`src/rtl/mbr_pkg.sv`:
```
// Shared types, codes and constants of the MSB-first bit reader.
// No dependencies; imported by every RTL module and the checker.
package mbr_pkg;

   // Default sizes, handed down from the top level parameters
   localparam int QUEUE_DEPTH_DEF   = 16;
   localparam int MAX_READ_BITS_DEF = 32;

   // Fixed field widths
   localparam int BYTE_W  = 8;
   localparam int COUNT_W = 8;
   localparam int FUNC_W  = 3;
   localparam int STAT_W  = 3;
   localparam int VALUE_W = 32;
   localparam int TOTAL_W = 64;

   // Command queue between front and back (power of two)
   localparam int CMDQ_DEPTH = 2;
   localparam int CMDQ_PTR_W = $clog2(CMDQ_DEPTH);
   localparam int CMDQ_CNT_W = $clog2(CMDQ_DEPTH + 1);

   // Request function codes
   localparam logic [FUNC_W-1:0] FUNC_PUSH  = 3'd0;
   localparam logic [FUNC_W-1:0] FUNC_END   = 3'd1;
   localparam logic [FUNC_W-1:0] FUNC_READ  = 3'd2;
   localparam logic [FUNC_W-1:0] FUNC_SKIP  = 3'd3;
   localparam logic [FUNC_W-1:0] FUNC_ALIGN = 3'd4;

   // Response status codes
   localparam logic [STAT_W-1:0] ST_OK       = 3'd0;
   localparam logic [STAT_W-1:0] ST_SHORT    = 3'd1;
   localparam logic [STAT_W-1:0] ST_BADCOUNT = 3'd2;
   localparam logic [STAT_W-1:0] ST_FAULT    = 3'd3;
   localparam logic [STAT_W-1:0] ST_FULL     = 3'd4;

   // Decoded operation
   typedef enum logic [2:0] {
      OP_PUSH,
      OP_END,
      OP_READ,
      OP_SKIP,
      OP_ALIGN,
      OP_NONE
   } op_type;

   // Back-end engine states
   typedef enum logic [0:0] {
      ENG_IDLE,
      ENG_LOAD
   } eng_state_type;

   // Classified request as it travels from front to back
   typedef struct packed {
      op_type             op;
      logic [BYTE_W-1:0]  data;
      logic [COUNT_W-1:0] count;
      logic               err;
      logic               bad_count;
   } cmd_type;

endpackage

```
`src/rtl/mbr_front.sv`:
```
// Front end of the bit reader: accepts requests, decodes the function code,
// checks the read count and queues the classified command. Uses mbr_pkg.
module mbr_front #(
   parameter int MAX_READ_BITS = mbr_pkg::MAX_READ_BITS_DEF
) (
   input  logic                         clock,
   input  logic                         reset,
   input  logic                         req_valid,
   output logic                         req_ready,
   input  logic [mbr_pkg::FUNC_W-1:0]   req_func,
   input  logic [mbr_pkg::BYTE_W-1:0]   req_data_byte,
   input  logic [mbr_pkg::COUNT_W-1:0]  req_bit_count,
   input  logic                         req_source_error,
   output logic                         cmd_valid,
   input  logic                         cmd_ready,
   output mbr_pkg::cmd_type             cmd
);
   import mbr_pkg::*;

   cmd_type               cmd_q_ff [CMDQ_DEPTH];
   logic [CMDQ_PTR_W-1:0] wr_ptr_ff, wr_ptr_in;
   logic [CMDQ_PTR_W-1:0] rd_ptr_ff, rd_ptr_in;
   logic [CMDQ_CNT_W-1:0] cnt_ff, cnt_in;
   cmd_type               dec;
   logic                  push, pop;

   // Classify the incoming request
   always_comb begin
      dec.data      = req_data_byte;
      dec.count     = req_bit_count;
      dec.err       = req_source_error;
      dec.bad_count = (req_bit_count == '0) ||
                      (req_bit_count > COUNT_W'(MAX_READ_BITS));
      unique case (req_func)
         FUNC_PUSH:  dec.op = OP_PUSH;
         FUNC_END:   dec.op = OP_END;
         FUNC_READ:  dec.op = OP_READ;
         FUNC_SKIP:  dec.op = OP_SKIP;
         FUNC_ALIGN: dec.op = OP_ALIGN;
         default:    dec.op = OP_NONE;
      endcase
   end

   // Queue control
   assign req_ready = (cnt_ff != CMDQ_CNT_W'(CMDQ_DEPTH));
   assign cmd_valid = (cnt_ff != '0);
   assign cmd       = cmd_q_ff[rd_ptr_ff];
   assign push      = req_valid && req_ready;
   assign pop       = cmd_valid && cmd_ready;

   always_comb begin
      wr_ptr_in = push ? wr_ptr_ff + CMDQ_PTR_W'(1) : wr_ptr_ff;
      rd_ptr_in = pop  ? rd_ptr_ff + CMDQ_PTR_W'(1) : rd_ptr_ff;
      cnt_in    = cnt_ff;
      if (push && !pop) begin
         cnt_in = cnt_ff + CMDQ_CNT_W'(1);
      end else if (pop && !push) begin
         cnt_in = cnt_ff - CMDQ_CNT_W'(1);
      end
   end

   always_ff @(posedge clock) begin
      if (reset) begin
         wr_ptr_ff <= '0;
         rd_ptr_ff <= '0;
         cnt_ff    <= '0;
      end else begin
         wr_ptr_ff <= wr_ptr_in;
         rd_ptr_ff <= rd_ptr_in;
         cnt_ff    <= cnt_in;
      end
   end

   // Queue storage
   always_ff @(posedge clock) begin
      if (push) begin
         cmd_q_ff[wr_ptr_ff] <= dec;
      end
   end

endmodule

```
`src/rtl/mbr_back.sv`:
```
// Back end of the bit reader: byte queue memory, bit window, totals and the
// engine that carries out each command, plus the response register. Uses mbr_pkg.
module mbr_back #(
   parameter int QUEUE_DEPTH   = mbr_pkg::QUEUE_DEPTH_DEF,
   parameter int MAX_READ_BITS = mbr_pkg::MAX_READ_BITS_DEF
) (
   input  logic                         clock,
   input  logic                         reset,
   input  logic                         cmd_valid,
   output logic                         cmd_ready,
   input  mbr_pkg::cmd_type             cmd,
   output logic                         rsp_valid,
   input  logic                         rsp_ready,
   output logic [mbr_pkg::VALUE_W-1:0]  rsp_value,
   output logic [mbr_pkg::STAT_W-1:0]   rsp_status,
   output logic                         rsp_at_end,
   output logic                         rsp_error_seen,
   output logic [mbr_pkg::TOTAL_W-1:0]  rsp_bits_read_total,
   output logic [mbr_pkg::TOTAL_W-1:0]  rsp_bytes_read_total
);
   import mbr_pkg::*;

   localparam int PTR_W   = $clog2(QUEUE_DEPTH);
   localparam int FILL_W  = $clog2(QUEUE_DEPTH + 1);
   localparam int WIN_W   = MAX_READ_BITS + BYTE_W;
   localparam int WFILL_W = $clog2(WIN_W + 1);
   localparam int CHUNK_W = $clog2(MAX_READ_BITS + 1);

   localparam logic [PTR_W-1:0]   PTR_LAST  = PTR_W'(QUEUE_DEPTH - 1);
   localparam logic [FILL_W-1:0]  FILL_FULL = FILL_W'(QUEUE_DEPTH);
   localparam logic [CHUNK_W-1:0] CHUNK_MAX = CHUNK_W'(MAX_READ_BITS);

   // Engine state
   eng_state_type       state_ff, state_in;
   op_type              op_ff, op_in;
   logic [COUNT_W-1:0]  rem_ff, rem_in;

   // Byte queue
   logic [BYTE_W-1:0]   byte_mem [QUEUE_DEPTH];
   logic [BYTE_W-1:0]   rd_byte_ff;
   logic [PTR_W-1:0]    head_ff, head_in;
   logic [PTR_W-1:0]    tail_ff, tail_in;
   logic [FILL_W-1:0]   qfill_ff, qfill_in;
   logic                mem_we;

   // Bit window, totals, flags
   logic [WIN_W-1:0]    window_ff, window_in;
   logic [WFILL_W-1:0]  wfill_ff, wfill_in;
   logic [TOTAL_W-1:0]  tbits_ff, tbits_in;
   logic [TOTAL_W-1:0]  tbytes_ff, tbytes_in;
   logic                end_ff, end_in;
   logic                fault_ff, fault_in;

   // Response register
   logic                rsp_valid_ff, rsp_valid_in;
   logic [VALUE_W-1:0]  value_ff;
   logic [STAT_W-1:0]   status_ff;
   logic                at_end_ff;
   logic                err_ff;
   logic [TOTAL_W-1:0]  bits_out_ff;
   logic [TOTAL_W-1:0]  bytes_out_ff;

   // Datapath helpers
   logic                out_free;
   logic [CHUNK_W-1:0]  chunk;
   logic                have_bits;
   logic                last_chunk;
   logic [WFILL_W-1:0]  fill_left;
   logic [WIN_W-1:0]    mask;
   logic [WIN_W-1:0]    extracted;
   logic [COUNT_W-1:0]  align_cnt;
   logic                finish;
   logic [VALUE_W-1:0]  res_value;
   logic [STAT_W-1:0]   res_status;

   assign out_free   = !rsp_valid_ff || rsp_ready;
   assign chunk      = (rem_ff > COUNT_W'(MAX_READ_BITS)) ? CHUNK_MAX : rem_ff[CHUNK_W-1:0];
   assign have_bits  = (wfill_ff >= WFILL_W'(chunk));
   assign last_chunk = (op_ff == OP_READ) || (rem_ff <= COUNT_W'(MAX_READ_BITS));
   assign fill_left  = wfill_ff - WFILL_W'(chunk);
   assign mask       = ~({WIN_W{1'b1}} << chunk);
   assign extracted  = (window_ff >> fill_left) & mask;
   assign align_cnt  = COUNT_W'(wfill_ff[2:0]);

   // Engine state register
   always_ff @(posedge clock) begin
      if (reset) begin
         state_ff <= ENG_IDLE;
      end else begin
         state_ff <= state_in;
      end
   end

   // Engine next state and datapath updates
   always_comb begin
      state_in   = state_ff;
      op_in      = op_ff;
      rem_in     = rem_ff;
      head_in    = head_ff;
      tail_in    = tail_ff;
      qfill_in   = qfill_ff;
      window_in  = window_ff;
      wfill_in   = wfill_ff;
      tbits_in   = tbits_ff;
      tbytes_in  = tbytes_ff;
      end_in     = end_ff;
      fault_in   = fault_ff;
      cmd_ready  = 1'b0;
      mem_we     = 1'b0;
      finish     = 1'b0;
      res_value  = '0;
      res_status = ST_OK;
      unique case (state_ff)
         ENG_IDLE: begin
            if (cmd_valid && out_free) begin
               cmd_ready = 1'b1;
               op_in     = cmd.op;
               unique case (cmd.op)
                  OP_PUSH: begin
                     finish = 1'b1;
                     if (qfill_ff == FILL_FULL) begin
                        res_status = ST_FULL;
                     end else begin
                        mem_we    = 1'b1;
                        tail_in   = (tail_ff == PTR_LAST) ? '0 : tail_ff + PTR_W'(1);
                        qfill_in  = qfill_ff + FILL_W'(1);
                        tbytes_in = tbytes_ff + TOTAL_W'(1);
                     end
                  end
                  OP_END: begin
                     finish = 1'b1;
                     end_in = 1'b1;
                     if (cmd.err) begin
                        fault_in = 1'b1;
                     end
                  end
                  OP_READ: begin
                     if (cmd.bad_count) begin
                        finish     = 1'b1;
                        res_status = ST_BADCOUNT;
                     end else if (fault_ff) begin
                        finish     = 1'b1;
                        res_status = ST_FAULT;
                     end else begin
                        rem_in   = cmd.count;
                        state_in = ENG_LOAD;
                     end
                  end
                  OP_SKIP: begin
                     if (cmd.count == '0) begin
                        finish = 1'b1;
                     end else if (fault_ff) begin
                        finish     = 1'b1;
                        res_status = ST_FAULT;
                     end else begin
                        rem_in   = cmd.count;
                        state_in = ENG_LOAD;
                     end
                  end
                  OP_ALIGN: begin
                     if (align_cnt == '0) begin
                        finish = 1'b1;
                     end else if (fault_ff) begin
                        finish     = 1'b1;
                        res_status = ST_FAULT;
                     end else begin
                        rem_in   = align_cnt;
                        state_in = ENG_LOAD;
                     end
                  end
                  default: begin
                     finish = 1'b1;
                  end
               endcase
            end
         end
         ENG_LOAD: begin
            if (have_bits) begin
               // Enough bits in the window: consume one chunk
               if (!last_chunk || out_free) begin
                  wfill_in = fill_left;
                  tbits_in = tbits_ff + TOTAL_W'(chunk);
                  rem_in   = rem_ff - COUNT_W'(chunk);
                  if (last_chunk) begin
                     finish   = 1'b1;
                     state_in = ENG_IDLE;
                     if (op_ff == OP_READ) begin
                        res_value = VALUE_W'(extracted[MAX_READ_BITS-1:0]);
                     end
                  end
               end
            end else if (qfill_ff == '0) begin
               // Source ran dry; bytes already moved and chunks dropped stay
               if (out_free) begin
                  finish     = 1'b1;
                  res_status = ST_SHORT;
                  state_in   = ENG_IDLE;
               end
            end else begin
               // Refill one byte from the queue head
               window_in = {window_ff[WIN_W-BYTE_W-1:0], rd_byte_ff};
               wfill_in  = wfill_ff + WFILL_W'(BYTE_W);
               head_in   = (head_ff == PTR_LAST) ? '0 : head_ff + PTR_W'(1);
               qfill_in  = qfill_ff - FILL_W'(1);
            end
         end
         default: begin
            state_in = ENG_IDLE;
         end
      endcase
   end

   // Response valid
   always_comb begin
      rsp_valid_in = rsp_valid_ff;
      if (finish) begin
         rsp_valid_in = 1'b1;
      end else if (rsp_ready) begin
         rsp_valid_in = 1'b0;
      end
   end

   // Control and window state
   always_ff @(posedge clock) begin
      if (reset) begin
         head_ff      <= '0;
         tail_ff      <= '0;
         qfill_ff     <= '0;
         window_ff    <= '0;
         wfill_ff     <= '0;
         tbits_ff     <= '0;
         tbytes_ff    <= '0;
         end_ff       <= 1'b0;
         fault_ff     <= 1'b0;
         rsp_valid_ff <= 1'b0;
      end else begin
         head_ff      <= head_in;
         tail_ff      <= tail_in;
         qfill_ff     <= qfill_in;
         window_ff    <= window_in;
         wfill_ff     <= wfill_in;
         tbits_ff     <= tbits_in;
         tbytes_ff    <= tbytes_in;
         end_ff       <= end_in;
         fault_ff     <= fault_in;
         rsp_valid_ff <= rsp_valid_in;
      end
   end

   // Operation context and response payload
   always_ff @(posedge clock) begin
      op_ff  <= op_in;
      rem_ff <= rem_in;
      if (finish) begin
         value_ff     <= res_value;
         status_ff    <= res_status;
         at_end_ff    <= end_in && (wfill_in == '0) && (qfill_in == '0);
         err_ff       <= fault_in;
         bits_out_ff  <= tbits_in;
         bytes_out_ff <= tbytes_in;
      end
   end

   // Byte queue memory; read port follows the next head, new data bypasses
   always_ff @(posedge clock) begin
      if (mem_we) begin
         byte_mem[tail_ff] <= cmd.data;
      end
      if (mem_we && (tail_ff == head_in)) begin
         rd_byte_ff <= cmd.data;
      end else begin
         rd_byte_ff <= byte_mem[head_in];
      end
   end

   assign rsp_valid            = rsp_valid_ff;
   assign rsp_value            = value_ff;
   assign rsp_status           = status_ff;
   assign rsp_at_end           = at_end_ff;
   assign rsp_error_seen       = err_ff;
   assign rsp_bits_read_total  = bits_out_ff;
   assign rsp_bytes_read_total = bytes_out_ff;

endmodule

```
`src/rtl/msb_first_bit_reader_unit.sv`:
```
// Push, end and rejected requests pass through the command queue and are answered from the
// response register; a read, skip or align also runs the engine, which consumes one chunk
// at a time (one for a read or align, up to 8 for a skip) and moves bytes into the window.
// Push, end and rejected requests are taken 1 per cycle while responses are taken; a read
// moves up to 4 bytes, a skip up to QUEUE_DEPTH, and no new command starts meanwhile.
// Reset (synchronous, active high) empties both queues and clears totals and flags.
module msb_first_bit_reader_unit #(
   parameter int QUEUE_DEPTH   = mbr_pkg::QUEUE_DEPTH_DEF,
   parameter int MAX_READ_BITS = mbr_pkg::MAX_READ_BITS_DEF
) (
   input  logic                         clock,
   input  logic                         reset,
   input  logic                         req_valid,
   output logic                         req_ready,
   input  logic [mbr_pkg::FUNC_W-1:0]   req_func,
   input  logic [mbr_pkg::BYTE_W-1:0]   req_data_byte,
   input  logic [mbr_pkg::COUNT_W-1:0]  req_bit_count,
   input  logic                         req_source_error,
   output logic                         rsp_valid,
   input  logic                         rsp_ready,
   output logic [mbr_pkg::VALUE_W-1:0]  rsp_value,
   output logic [mbr_pkg::STAT_W-1:0]   rsp_status,
   output logic                         rsp_at_end,
   output logic                         rsp_error_seen,
   output logic [mbr_pkg::TOTAL_W-1:0]  rsp_bits_read_total,
   output logic [mbr_pkg::TOTAL_W-1:0]  rsp_bytes_read_total
);
   import mbr_pkg::*;

   logic    cmd_valid;
   logic    cmd_ready;
   cmd_type cmd;

   // Request decode and command queue
   mbr_front #(
      .MAX_READ_BITS (MAX_READ_BITS)
   ) u_front (
      .clock            (clock),
      .reset            (reset),
      .req_valid        (req_valid),
      .req_ready        (req_ready),
      .req_func         (req_func),
      .req_data_byte    (req_data_byte),
      .req_bit_count    (req_bit_count),
      .req_source_error (req_source_error),
      .cmd_valid        (cmd_valid),
      .cmd_ready        (cmd_ready),
      .cmd              (cmd)
   );

   // Execution engine and response register
   mbr_back #(
      .QUEUE_DEPTH   (QUEUE_DEPTH),
      .MAX_READ_BITS (MAX_READ_BITS)
   ) u_back (
      .clock                (clock),
      .reset                (reset),
      .cmd_valid            (cmd_valid),
      .cmd_ready            (cmd_ready),
      .cmd                  (cmd),
      .rsp_valid            (rsp_valid),
      .rsp_ready            (rsp_ready),
      .rsp_value            (rsp_value),
      .rsp_status           (rsp_status),
      .rsp_at_end           (rsp_at_end),
      .rsp_error_seen       (rsp_error_seen),
      .rsp_bits_read_total  (rsp_bits_read_total),
      .rsp_bytes_read_total (rsp_bytes_read_total)
   );

endmodule

```
`config.mk`:
```
export PLATFORM = sky130hd
export DESIGN_NAME = msb_first_bit_reader_unit
export DESIGN_NICKNAME = d
export VERILOG_FILES = /design/src/rtl/mbr_pkg.sv /design/src/rtl/mbr_front.sv /design/src/rtl/mbr_back.sv /design/src/rtl/msb_first_bit_reader_unit.sv
export SDC_FILE = /design/constraint.sdc
export NUM_CORES = 1
export LEC_CHECK = 0
export ABC_AREA = 1
export BUFFER_PORTS_ARGS = -buffer_cell sky130_fd_sc_hd__buf_2
export CAP_MARGIN = 10
export CORE_MARGIN = 2
export CORE_UTILIZATION = 40
export DETAILED_ROUTE_END_ITERATION = 10
export GPL_TIMING_DRIVEN = 1
export HOLD_SLACK_MARGIN = 0.05
export PLACE_DENSITY = 0.67
export SETUP_SLACK_MARGIN = 0.5
export SLEW_MARGIN = 40
export SYNTH_ARGS = -nofsm -noshare
export SYNTH_HDL_FRONTEND = slang
export SYNTH_SLANG_ARGS = --single-unit
```
`constraint.sdc`:
```
create_clock -name clock -period 7.9 [get_ports clock]
set_clock_uncertainty 0.05 [all_clocks]
set_input_delay 0.395 -clock clock [delete_from_list [all_inputs] [get_ports clock]]
set_output_delay 0.395 -clock clock [all_outputs]
set_load 0.02 [all_outputs]
```
### Word level (Yosys, flattened, before mapping)

Memories as Yosys holds them, arrays and structs flattened. A register that Yosys moved wholly into a read port is not among the register bits.
Cells that the tools add are included.

| word-level totals | value |
|---|---|
| RAM bits | 170 |
| bits of input ports | 24 |
| logic and storage cells | 193 |
| bits in registers | 371 |
| memories | 2 |
| output and inout bits | 167 |

| operators by class | value |
|---|---|
| equal/unequal tests | 21 |
| $add $sub $neg | 13 |
| reductions and logical operators | 31 |
| shifts and indexed selects | 2 |
| mux-type cells | 92 |
| order comparisons | 4 |
| bitwise gates (word level) | 6 |

Memory list:

| memory | depth | bits a word | rd ports | clocked after memory_dff | write ports | RTL line | text |
|---|---|---|---|---|---|---|---|
| u_back.byte_mem | 16 | 8 | 1 | 1 | 1 | mbr_back.sv:39 | `logic [BYTE_W-1:0] byte_mem [QUEUE_DEPTH];` |
| u_front.cmd_q_ff | 2 | 21 | 1 | 1 | 1 | mbr_front.sv:20 | `cmd_type cmd_q_ff [CMDQ_DEPTH];` |

Operator list:

| cell | number |
|---|---|
| 64-bit two-way mux | 7 |
| 64-bit by 1-bit adder with 64-bit output (second input constant) | 1 |
| 64-bit by 6-bit adder with 64-bit output | 1 |
| 8-bit two-way mux | 8 |
| 1-bit two-way mux | 42 |
| 40-bit by 6-bit left shift with 32-bit output (first input constant) | 1 |
| 40-bit by 6-bit right shift with 32-bit output | 1 |
| 32-bit AND | 1 |
| 32-bit NOT | 1 |
| 6-bit two-way mux | 5 |
| 5-bit two-way mux | 5 |
| 8-bit zero test | 3 |
| 8-bit one-hot mux with 3 select lines | 1 |
| 4-bit two-way mux | 5 |
| 3-bit two-way mux | 6 |
| 8-bit by 6-bit greater-than comparator with 1-bit output (second input constant) | 2 |
| 8-bit one-hot mux with 2 select lines | 1 |
| 3-bit by 2-bit equality test with 1-bit output (second input constant) | 5 |
| 3-bit one-hot mux with 5 select lines | 1 |
| 3-bit inequality test (second input constant) | 4 |
| 3-bit one-hot mux with 4 select lines | 1 |
| 5-bit zero test | 2 |
| 5-bit one-hot mux with 2 select lines | 1 |
| 4-bit by 1-bit adder with 4-bit output (second input constant) | 2 |
| other kinds (33) | 62 |

### Longest topological paths before layout

Gate-level depths: netlist of the first run.

| depth | value |
|---|---|
| depth after elaboration | 10 |
| gate-level depth with buffers | 22 |
| mapped depth without buffers | 22 |

### Modules after synthesis

A second synthesis of the first run with hierarchy kept.

| unflattened totals | value |
|---|---|
| cells, all modules | 2,909 |
| area total of the unflattened synthesis | 25,902.3 um2 |

By module, submodules not included:

| module | times used | sequential area each (um2) | area each (um2) | cells each |
|---|---|---|---|---|
| mbr_back | 1 | 13,032.5 | 24,003.0 | 2,794 |
| mbr_front | 1 | 1,361.3 | 1,899.3 | 115 |

### Worst setup path before layout of the first run

No wires, ideal clock.

| timing | value |
|---|---|
| path kind | register to register |
| from | reg u_back.rem_ff[1] |
| to | reg u_back.at_end_ff, in the netlist u_back.rsp_at_end (enable) |
| setup time | 0.517 ns |
| setup slack | 1.466 ns |
| stages on the path, launching flop included | 19 |
| period minus slack after synthesis | 6.434 ns |
| buffers on the path | 1 |
| required time | 7.333 ns |
| data arrival time | 5.867 ns |
| cell sequence | edfxtp_1 > inv_1 > nand2_1 > nor2_1 > nand2_1 > nand2_1 > inv_1 > nor2_1 > ha_1 > inv_1 > fa_1 > nand3_1 > nand3_2 > inv_2 > buf_2 > o21ai_0 > o21ai_0 > nand3_1 > inv_1 |

| between the ends | value |
|---|---|
| word-level cells in the longest chain between the ends | 7 |
| elaborated cells between the ends (all ways) | 11 |
| classes of those cells | order compare: 3; mux: 5; reduce/logical: 3 |

Ends and longest elaborated chain:

| element | RTL line | text |
|---|---|---|
| start, declared | mbr_back.sv:36 | `logic [COUNT_W-1:0] rem_ff, rem_in;` |
| start signal, assigned | mbr_back.sv:253 | `rem_ff <= rem_in;` |
| parallel branches: the longest is 5 deep, another holds 8-bit by 6-bit greater-than comparator with 1-bit output | n/a |  |
| 1-bit two-way mux * | mbr_back.sv:178 | `if (have_bits) begin` |
| 1-bit one-hot mux with 2 select lines * | mbr_back.sv:113 | `unique case (state_ff)` |
| via u_back.finish | mbr_back.sv:72 | `logic finish;` |
| end signal, assigned | mbr_back.sv:257 | `at_end_ff <= end_in && (wfill_in == '0) && (qfill_in == '0);` |
| end, declared | mbr_back.sv:58 | `logic at_end_ff;` |

Mark *: on every way through the listed nets, which the timed path passes.
A chain may end at the register's enable or synchronous reset.

### Worst setup path after layout of the first run

| timing | value |
|---|---|
| from | reg u_back.rem_ff[6] |
| to | reg u_back.bytes_out_ff[62], in the netlist u_back.rsp_bytes_read_total[62] (enable) |

| between the ends | value |
|---|---|
| word-level cells in the longest chain between the ends | 7 |
| elaborated cells between the ends (all ways) | 11 |
| classes of those cells | order compare: 3; mux: 5; reduce/logical: 3 |

Ends and longest elaborated chain:

| element | RTL line | text |
|---|---|---|
| parallel branches: the longest is 5 deep, another holds 8-bit by 6-bit greater-than comparator with 1-bit output | n/a |  |
| 1-bit two-way mux * | mbr_back.sv:178 |  |
| 1-bit one-hot mux with 2 select lines * | mbr_back.sv:113 |  |
| via u_back.finish | mbr_back.sv:72 |  |
| end signal, assigned | mbr_back.sv:260 | `bytes_out_ff <= tbytes_in;` |
| end, declared | mbr_back.sv:61 | `logic [TOTAL_W-1:0] bytes_out_ff;` |

Marks and branches as above.

==> results.md, run 1 <==
- Status: finished clean
- Area leader, netlist: edfxtp_1
- LEAKAGE: 0.0119 µW
- Worst setup margin: 2.65 ns
- Synth Area in Compound Gates: 9.60%
- Slew HR: 44.1%
- PD cells: 302 nW/µm²
- Cell area after layout: 29900 µm²
- Post-Place Worst Slack: 2.68 ns
- Count leader, synth: nand2_1
- Top FF cell, synth: edfxtp_1
- WP buf/inv: 7
- Vias per Instance: 5.12
- Worst-margin pin slew: 0.836 ns
- Later-pin clock latency in the skew report: 0.64 ns
- Drt drc: 0
- Cell Count, Final, Fillers Out: 4083
- Peak supply drop: 218 µV
- Final count of pins violating max slew: 0
- Hold Crit Class: input port to flip-flop
- Global-route wire length before repair: 106 mm
- Mapped Area: 26000 µm²
- Fraction of registers with async set/reset: 0%
- WP data arrival: 5.46 ns
- CP cell instances: inv_1 -> nand2_1 -> inv_1 -> nand2_1 -> nand2_1 -> inv_1 -> nor2_1 -> ha_1 -> inv_1 -> fa_1 -> nand3_1 -> nand3_2 -> inv_2 -> o21ai_0 -> o21ai_0 -> nand3_1 -> inv_6 -> buf_4
- Area share of the largest cell type after synthesis: 39.9%
- Synth top area cells: edfxtp_1 40%, dfxtp_1 15%, nand2_1 9.6%
- CP peak stage delay: 0.64 ns
- # IOs: 191
- Die Footprint: 67200 µm²
- Period utilization: 66.5%
- Delay-heaviest family, CP: buffers and inverters
- Critical Path End Type: flip-flop
- RSZ-0062 raised after global routing: no
- Syn nets: 3056
- Cells after Synth: 3007
- Drt wl/cell: 16.5 µm
- Largest net degree at the start of global routing: 89
- Post-CTS Setup Bufs: 0
- PortBufs: 190
- Placed wire-length estimate after detailed placement: 47.4 mm
- Critical Path Source Type: flip-flop
- Die Height: 259 µm
- Starting density of the core: 40.4%
- Fin nets: 3231
- CP Max Fanout: 66
- Most frequent CP cell: inv_1
- Yosys cell types: 55
- CP Class: flip-flop to flip-flop
- Final WL: 67.3 mm
- Die X-Extent: 259 µm
- GPL Wtd Cong: 0.945
- CP required: 8.11 ns
- Largest family of logic cells by synthesized area: simple AND/OR/NAND/NOR gates
- Mux cell area share after synthesis: 0.846%
- Vias in the first global route: 19400
- Commonest cells post-synth: 664 x nand2_1, 360 x inv_1, 346 x edfxtp_1
- Seq cells post-synth: 546
- Setup tns final: 0 ns
- Clock Root Buffer: clkbuf_16
- Iter 0 DRT Violations: 2191
- Global route overflow: 0
- CTS sink cnt: 546
- Fin util: 46.3%
- Avg Cell Area, Syn: 8.66 µm²
- Placed cell count: 3962
- DR vias: 20900
- Placed inst area: 27800 µm²
- Post-detailed-route count of antenna-violating nets: 0
- H-tree depth: 2
- Total core area: 64500 µm²
- Setup violations, final: 0
- Cts bufs inserted: 55
- Clock transition at path regs: 0.07 ns
- Total of max-cap violations: 0
- CTS tree: built
- Fmax: 190 MHz
- Area growth syn-to-layout: 14.6%
- Share of cells above drive strength 1: 11.5%
- Yosys warns: 0
- Sequential-to-total area share from yosys stat: 55.3%
- Max clock buf depth: 3
- Total GRT Usage: 19.7%
- Minimum clock period: 5.25 ns
- Post-synthesis xor/xnor area fraction: 2.61%
- Simple logic cell fraction of the synthesized area: 23.4%
- Final hold vios: 0
- First drt pass iteration count: 5
- Num rows: 93
- Antenna violations before repair: 5
- Post-synth EDFFs: 346
- Critical path's slowest cell: buf_4
- Post-Synth Adder-Cell Area: 1.26%
layer usage:
layer,global-route usage [%],routed length [µm]
met1,28.9,31400
met2,30.2,29600
met3,3.04,4510
met4,5.73,1840
met5,0,40
cells in the final DEF (no fill, tap or decap), drive strengths merged, types with 77 or more instances in the layout:
master	instances
nand2	675
inv	371
nor2	355
edfxtp	346
o21ai	241
buf	206
dfxtp	200
nand3	169
a21oi	129
nor3	81
clkbuf	77
cells by family (layout without fill, tap and decap cells):
family	Yosys count	in the layout
compound gates	452	452
xor+xnor	75	75
mux	22	22
flops	546	546
other cells	1	2
simple gates	1408	1408
buf+inv	478	698
fa+ha+maj	25	25
registers in the layout, summed over array words and instances (netlist names), 2 cells and up, named ones only:
name and cells:
u_back.wfill_ff 6, u_back.tbits_ff 64, u_back.op_ff 3, u_back.window_ff 40, u_back.qfill_ff 5, u_back.tail_ff 4, u_back.rsp_value 32, u_back.rsp_bits_read_total 64
u_front.cmd_q_ff 42, u_back.rem_ff 8, u_back.byte_mem 128, u_back.rsp_bytes_read_total 64, u_back.head_ff 4, u_front.cnt_ff 2, u_back.tbytes_ff 64, u_back.rsp_status 3
where the power goes:
group / leakage, µW / total (µW) / switching [µW] / internal [µW]
Combinational: 0.00618 / 2450 / 1850 / 605
Clock: 0.000879 / 2670 / 1140 / 1530
Sequential: 0.00489 / 3900 / 162 / 3730
per-stage QoR:
step	total power, µW	hold WS, ns
floorplan	5610	0.386
global placement	6390	0.396
detailed placement	6390	0.406
CTS	9070	0.0759
global route	9450	0.0874
finish	9020	0.0926
final timing paths:
check	start	end	slack [ns]	cells after the start
setup / recovery	u_back.rem_ff[6]	u_back.rsp_bytes_read_total[62]	2.65	18
hold / removal	req_func[0]	u_front.cmd_q_ff[1][18]	0.09	2
setup reg to reg	u_back.rem_ff[6]	u_back.rsp_bytes_read_total[62]	2.65	18
hold reg to reg	u_back.end_ff	u_back.end_ff	0.42	2
layout make-up:
class                      count  area, µm²
timing repair buffer         224       1260
inverter                     372       1400
fill                        6302      34600
multi-input combinational   1983       9860
tap                          855       1070
antenna                        1       2.50
sequential                   546      14400
clock buffer                  77       1530
clock inverter                25        330
repair_timing:
action	4_1_cts	5_1_grt
hold buffers	18	0
hold endpoints to repair	36	0
endpoints found under the setup margin	0	0
resized for setup	0	0
worst register-to-register path, stage by stage, from the launching register on:
cell	delay (ns)
edfxtp_1	0.43
inv_1	0.08
nand2_1	0.07
inv_1	0.08
nand2_1	0.30
nand2_1	0.32
inv_1	0.09
nor2_1	0.17
ha_1	0.17
inv_1	0.06
fa_1	0.50
nand3_1	0.16
nand3_2	0.32
inv_2	0.33
o21ai_0	0.11
o21ai_0	0.22
nand3_1	0.22
inv_6	0.55
buf_4	0.68
No activity file was read; power rests on OpenSTA's default activity.
==> inputs of run 2 (changes only) <==
--- a/config.mk
+++ b/config.mk
@@ -13,7 +13,7 @@
 export DETAILED_ROUTE_END_ITERATION = 10
 export GPL_TIMING_DRIVEN = 1
 export HOLD_SLACK_MARGIN = 0.05
-export PLACE_DENSITY = 0.67
+export PLACE_DENSITY = 0.69
 export SETUP_SLACK_MARGIN = 0.5
 export SLEW_MARGIN = 40
 export SYNTH_ARGS = -nofsm -noshare
==> constraint.sdc (replaced) <==
create_clock -name clock -period 4.2 [get_ports clock]
set_clock_uncertainty 0.05 [all_clocks]
set_input_delay 0.21 -clock clock [delete_from_list [all_inputs] [get_ports clock]]
set_output_delay 0.21 -clock clock [all_outputs]
set_load 0.02 [all_outputs]
==> results.md, run 2 (synthesis results as in run 1) <==
- Setup violations, final: 0
- Post-Place Worst Slack: 0.360 ns
- CP required: 4.50 ns
- Die Height: 259 µm
- R2R cell count: 17
- Critical path's slowest cell: fa_2
- PD cells: 570 nW/µm²
- Critical Path End Type: flip-flop
- Final count of pins violating max slew: 0
- Largest register FFs: 128
- First drt pass iteration count: 6
- Cell area after layout: 30700 µm²
- Hold Crit Class: input port to flip-flop
- Commonest non-fill, non-tap cell in the layout: nand2_1
- Final WL: 69.3 mm
- Antenna violations before repair: 2
- Fin nets: 3293
- Period utilization: 85.2%
- Slew HR: 38.7%
- Worst-margin pin slew: 0.920 ns
- CP peak stage delay: 0.60 ns
- Global-route wire length before repair: 106 mm
- WP buf/inv: 5
- WP data arrival: 3.88 ns
- Delay-heaviest family, CP: simple AND/OR/NAND/NOR gates
- Setup tns final: 0 ns
- Critical Path Source Type: flip-flop
- Total power: 17500 µW
- Fmax: 279 MHz
- PortBufs: 190
- Placed inst area: 28200 µm²
- CTS sink cnt: 546
- Starting density of the core: 40.4%
- RR Endpoint: u_back.rsp_value[14]
- DR vias: 21400
- Cts bufs inserted: 56
- Max clock buf depth: 3
- Hold path cells: 2
- CP cell instances: inv_1 -> nand2_2 -> nor2_4 -> nand2_2 -> nand2_4 -> inv_2 -> nor2_2 -> ha_1 -> inv_1 -> fa_2 -> buf_12 -> buf_2 -> nand2_1 -> nand2_1 -> o21ai_0 -> o21ai_0 -> a211oi_2
- Share of cells above drive strength 1: 13.6%
- Placed wire-length estimate after detailed placement: 48.4 mm
- Minimum clock period: 3.58 ns
- Hold EP: u_front.cmd_q_ff[0][13]
- Worst setup margin: 0.620 ns
- Drt wl/cell: 16.7 µm
- Clock Root Buffer: clkbuf_16
- CP Max Fanout: 7
- Peak supply drop: 457 µV
- RSZ-0062 raised after global routing: yes
- GPL Wtd Cong: 0.977
- Post-detailed-route count of antenna-violating nets: 0
- Total of max-cap violations: 0
- Vias in the first global route: 19600
- Die X-Extent: 259 µm
- Total core area: 64500 µm²
- Reg2reg start: u_back.rem_ff[1]
- LEAKAGE: 0.0124 µW
- Area growth syn-to-layout: 17.9%
- Commonest cells after routing, fill and taps aside: 658 x nand2_1, 354 x inv_1, 346 x edfxtp_1, 333 x nor2_1, 226 x o21ai_0
- Num rows: 93
- Diode count: 0
- Global route overflow: 0
- Die Footprint: 67200 µm²
- Later-pin clock latency in the skew report: 0.64 ns
- Clock transition at path regs: 0.06 ns
- H-tree depth: 2
- CTS tree: built
- Largest register by flop count: u_back.byte_mem
- Hold path startpoint: req_data_byte[3]
- Total GRT Usage: 19.8%
- Status: finished clean
- Largest net degree at the start of global routing: 150
- Final hold vios: 0
- R2R Setup Slk: 0.62 ns
- CP Class: flip-flop to flip-flop
- # IOs: 191
- Drt drc: 0
- Iter 0 DRT Violations: 2206
- Vias per Instance: 5.16
==> run 2: worst max path at each step <==
stage | from | to | slack (ns) | depth (start not counted)
floorplan | u_back.rem_ff[1] | u_back.rsp_at_end | -0.92 | 19
CTS | u_back.rem_ff[1] | u_back.rsp_value[0] | 0.47 | 17
global route | u_back.rem_ff[1] | u_back.rsp_value[20] | 0.48 | 20
detailed placement | u_back.rem_ff[1] | u_back.rsp_value[0] | 0.36 | 20
global placement | u_back.rem_ff[1] | u_back.rsp_value[0] | 0.51 | 20
finish | u_back.rem_ff[1] | u_back.rsp_value[14] | 0.62 | 17
==> run 2: worst register-to-register path, delay by kind of cell, from the launching register on <==
kind,cells,cell delay (ns)
AO/OA/AOI/OAI,3,0.70
buffers and inverters,5,0.57
flip-flops,1,0.45
AND/OR/NAND/NOR,7,0.80
adder cells (fa/ha/maj),2,0.77
==> run 2: repair_timing <==
action | 4_1_cts | 5_1_grt
buffers inserted | 2 | 16
endpoints found under the hold margin | 45 | 0
resized for setup | 3 | 52
setup endpoints to repair | 91 | 262
pin swaps | 0 | 4
cloned | 0 | 6
hold buffers | 24 | 0
==> run 2: per-layer routing <==
metal / share of wire [%] / GRT usage (%) / vias up
met5: 0 / 0 / -
li1: - / - / 10500
met1: 44 / 27.8 / 9934
met3: 7.6 / 3.16 / 134
met2: 45 / 31.4 / 791
met4: 2.9 / 6.61 / 0
==> run 2: report_power, final <==
group	internal, µW	switching [µW]	leakage (µW)	total, µW
Sequential	7010	330	0.00489	7340
Clock	2750	2180	0.000893	4930
Combinational	1570	3650	0.00658	5220
==> run 2: metrics by stage <==
stage / cells / util [%] / hold WS [ns]
2_1_floorplan: 3007 / - / 0.259
3_3_place_gp: 3993 / 43.7 / 0.350
3_5_place_dp: 3993 / 43.7 / 0.353
4_1_cts: 4125 / 47.0 / 0.213
5_1_grt: 4147 / 47.6 / 0.226
6_report: 4147 / 47.6 / 0.242
==> run 2: area by class of cell <==
| type | instances | area, µm² |
|---|---|---|
| inverters | 372 | 1420 |
| multi-input cells | 1983 | 10000 |
| clock inverters | 41 | 372 |
| repair inverters | 2 | 17.5 |
| repair buffers | 283 | 1970 |
| flip-flops and latches | 546 | 14400 |
| fillers | 6109 | 33800 |
| well taps | 855 | 1070 |
| clock buffers | 65 | 1460 |
==> inputs of run 3 (changes only) <==
--- a/config.mk
+++ b/config.mk
@@ -10,6 +10,7 @@
 export CAP_MARGIN = 10
 export CORE_MARGIN = 2
 export CORE_UTILIZATION = 40
+export CTS_BUF_LIST = sky130_fd_sc_hd__clkbuf_8
 export DETAILED_ROUTE_END_ITERATION = 10
 export GPL_TIMING_DRIVEN = 1
 export HOLD_SLACK_MARGIN = 0.05
==> results.md, run 3 (synthesis results as in run 1) <==
- Vias in the first global route: 19900
- Share of cells above drive strength 1: 14.4%
- Num rows: 93
- Vias per Instance: 5.16
- RSZ-0062 raised after global routing: yes
- CP Max Fanout: 9
- H-tree depth: 3
- Switching Share: 35.7%
- Critical Path Source Type: flip-flop
- Reg power frac: 42.2%
- Fin util: 47.7%
- Final WL: 70.1 mm
- Setup violations, final: 0
- Clock transition at path regs: 0.06 ns
- Critical Path End Type: flip-flop
- GPL Wtd Cong: 0.977
- # IOs: 191
- Cts bufs inserted: 87
- Clock Root Buffer: clkbuf_8
- Fin nets: 3322
- CTS sink cnt: 546
- Fmax: 278 MHz
- Commonest cells after routing, fill and taps aside: 658 x nand2_1, 379 x inv_1, 346 x edfxtp_1, 333 x nor2_1, 228 x o21ai_0
- PD cells: 566 nW/µm²
- First drt pass iteration count: 7
- Final count of pins violating max slew: 0
- Hold Crit Class: input port to flip-flop
- Die X-Extent: 259 µm
- Peak supply drop: 401 µV
- Minimum clock period: 3.60 ns
- Register area: 14400 µm²
- CTS tree: built
- Largest register by flop count: u_back.byte_mem
- Largest register FFs: 128
- Post-Place Worst Slack: 0.360 ns
- Antenna violations before repair: 2
- Period utilization: 85.7%
- Commonest non-fill, non-tap cell in the layout: nand2_1
- Total GRT Usage: 20.1%
- Total of max-cap violations: 0
- Fill cells: 6096
- Final hold vios: 0
- Area of the multi-input gates: 10000 µm²
- Global route overflow: 0
- Worst setup margin: 0.600 ns
- Drt drc: 0
- Clock share of power: 27.1%
- Pint: 11200 µW
- CP Class: flip-flop to flip-flop
- CP required: 4.64 ns
- Area growth syn-to-layout: 18.0%
- Starting density of the core: 40.4%
- Logic pwr share: 30.6%
- Post-detailed-route count of antenna-violating nets: 0
- Die Height: 259 µm
- PortBufs: 190
- Worst-margin pin slew: 0.895 ns
- Max clock buf depth: 3
- Total power: 17400 µW
- Switching pwr: 6210 µW
- DR vias: 21700
- Largest net degree at the start of global routing: 150
- Iter 0 DRT Violations: 2222
- Slew HR: 40.3%
- Global-route wire length before repair: 107 mm
- Status: finished clean
- WP data arrival: 4.04 ns
- Total core area: 64500 µm²
- LEAKAGE: 0.0125 µW
- Drt wl/cell: 16.7 µm
- Later-pin clock latency in the skew report: 0.70 ns
- Die Footprint: 67200 µm²
- Placed wire-length estimate after detailed placement: 48.4 mm
run 3: final timing paths:
check / startpoint / endpoint / slack, ns / cells after the start
worst max-delay path: u_back.rem_ff[1] / u_back.rsp_value[2] / 0.60 / 19
worst max register to register: u_back.rem_ff[1] / u_back.rsp_value[2] / 0.60 / 19
worst min register to register: u_back.end_ff / u_back.end_ff / 0.42 / 2
worst min-delay path: req_data_byte[7] / u_front.cmd_q_ff[1][17] / 0.19 / 2
run 3: timing repair:
action,in CTS,in global routing
hold buffers,24,0
pin swaps,0,4
gates resized for setup,4,55
gates cloned,1,7
setup buffers,3,11
endpoints found under the hold margin,58,0
endpoints found under the setup margin,92,260
run 3: critical path: stages (launching register included):
cell	delay, ns
edfxtp_1	0.45
inv_2	0.10
nand2_2	0.08
nor2_4	0.15
nand2_2	0.10
nand2_4	0.12
inv_2	0.05
nor2_2	0.14
ha_2	0.18
inv_1	0.06
fa_2	0.69
buf_4	0.19
inv_6	0.06
nand3_1	0.07
o21ai_0	0.12
o21ai_0	0.19
nor2_1	0.06
o21ai_0	0.24
nand2_1	0.10
a21oi_1	0.20
run 3: final cells by class:
| type | instances | area share, % |
|---|---|---|
| Sequential cell | 546 | 46.8 |
| Multi-Input combinational cell | 1983 | 32.6 |
| Timing Repair Buffer | 281 | 6.48 |
| Inverter | 372 | 4.65 |
| Clock buffer | 95 | 4.25 |
| Tap cell | 855 | 3.48 |
| Clock inverter | 66 | 1.67 |
| Timing Repair inverter | 2 | 0.0570 |
| Antenna cell | 1 | 0.00814 |
run 3: per-layer routing:
layer,up-vias,track usage [%],wire length (µm)
met2,888,31.7,32100
li1,10600,-,-
met4,0,6.21,1560
met3,117,3.88,5440
met5,-,0,0
met1,10000,27.9,31000
run 3: power by group through the flow:
stage / clock network, µW / registers (µW) / logic (µW)
4_1_cts: 4830 / 7360 / 4930
3_3_place_gp: 0 / 7480 / 4760
2_1_floorplan: 0 / 8460 / 2080
6_report: 4720 / 7340 / 5330
3_5_place_dp: 0 / 7460 / 4780
5_1_grt: 5060 / 7420 / 5720
run 3: per-stage QoR:
stage               std cells  hold slack (ns)  instance area, µm²  TNS, ns
floorplan                3007            0.259               26100  -151.60
global placement         3993            0.350               28200        0
detailed placement       3993            0.353               28200        0
CTS                      4182            0.144               30300        0
global route             4201            0.158               30700        0
finish                   4201            0.195               30700        0
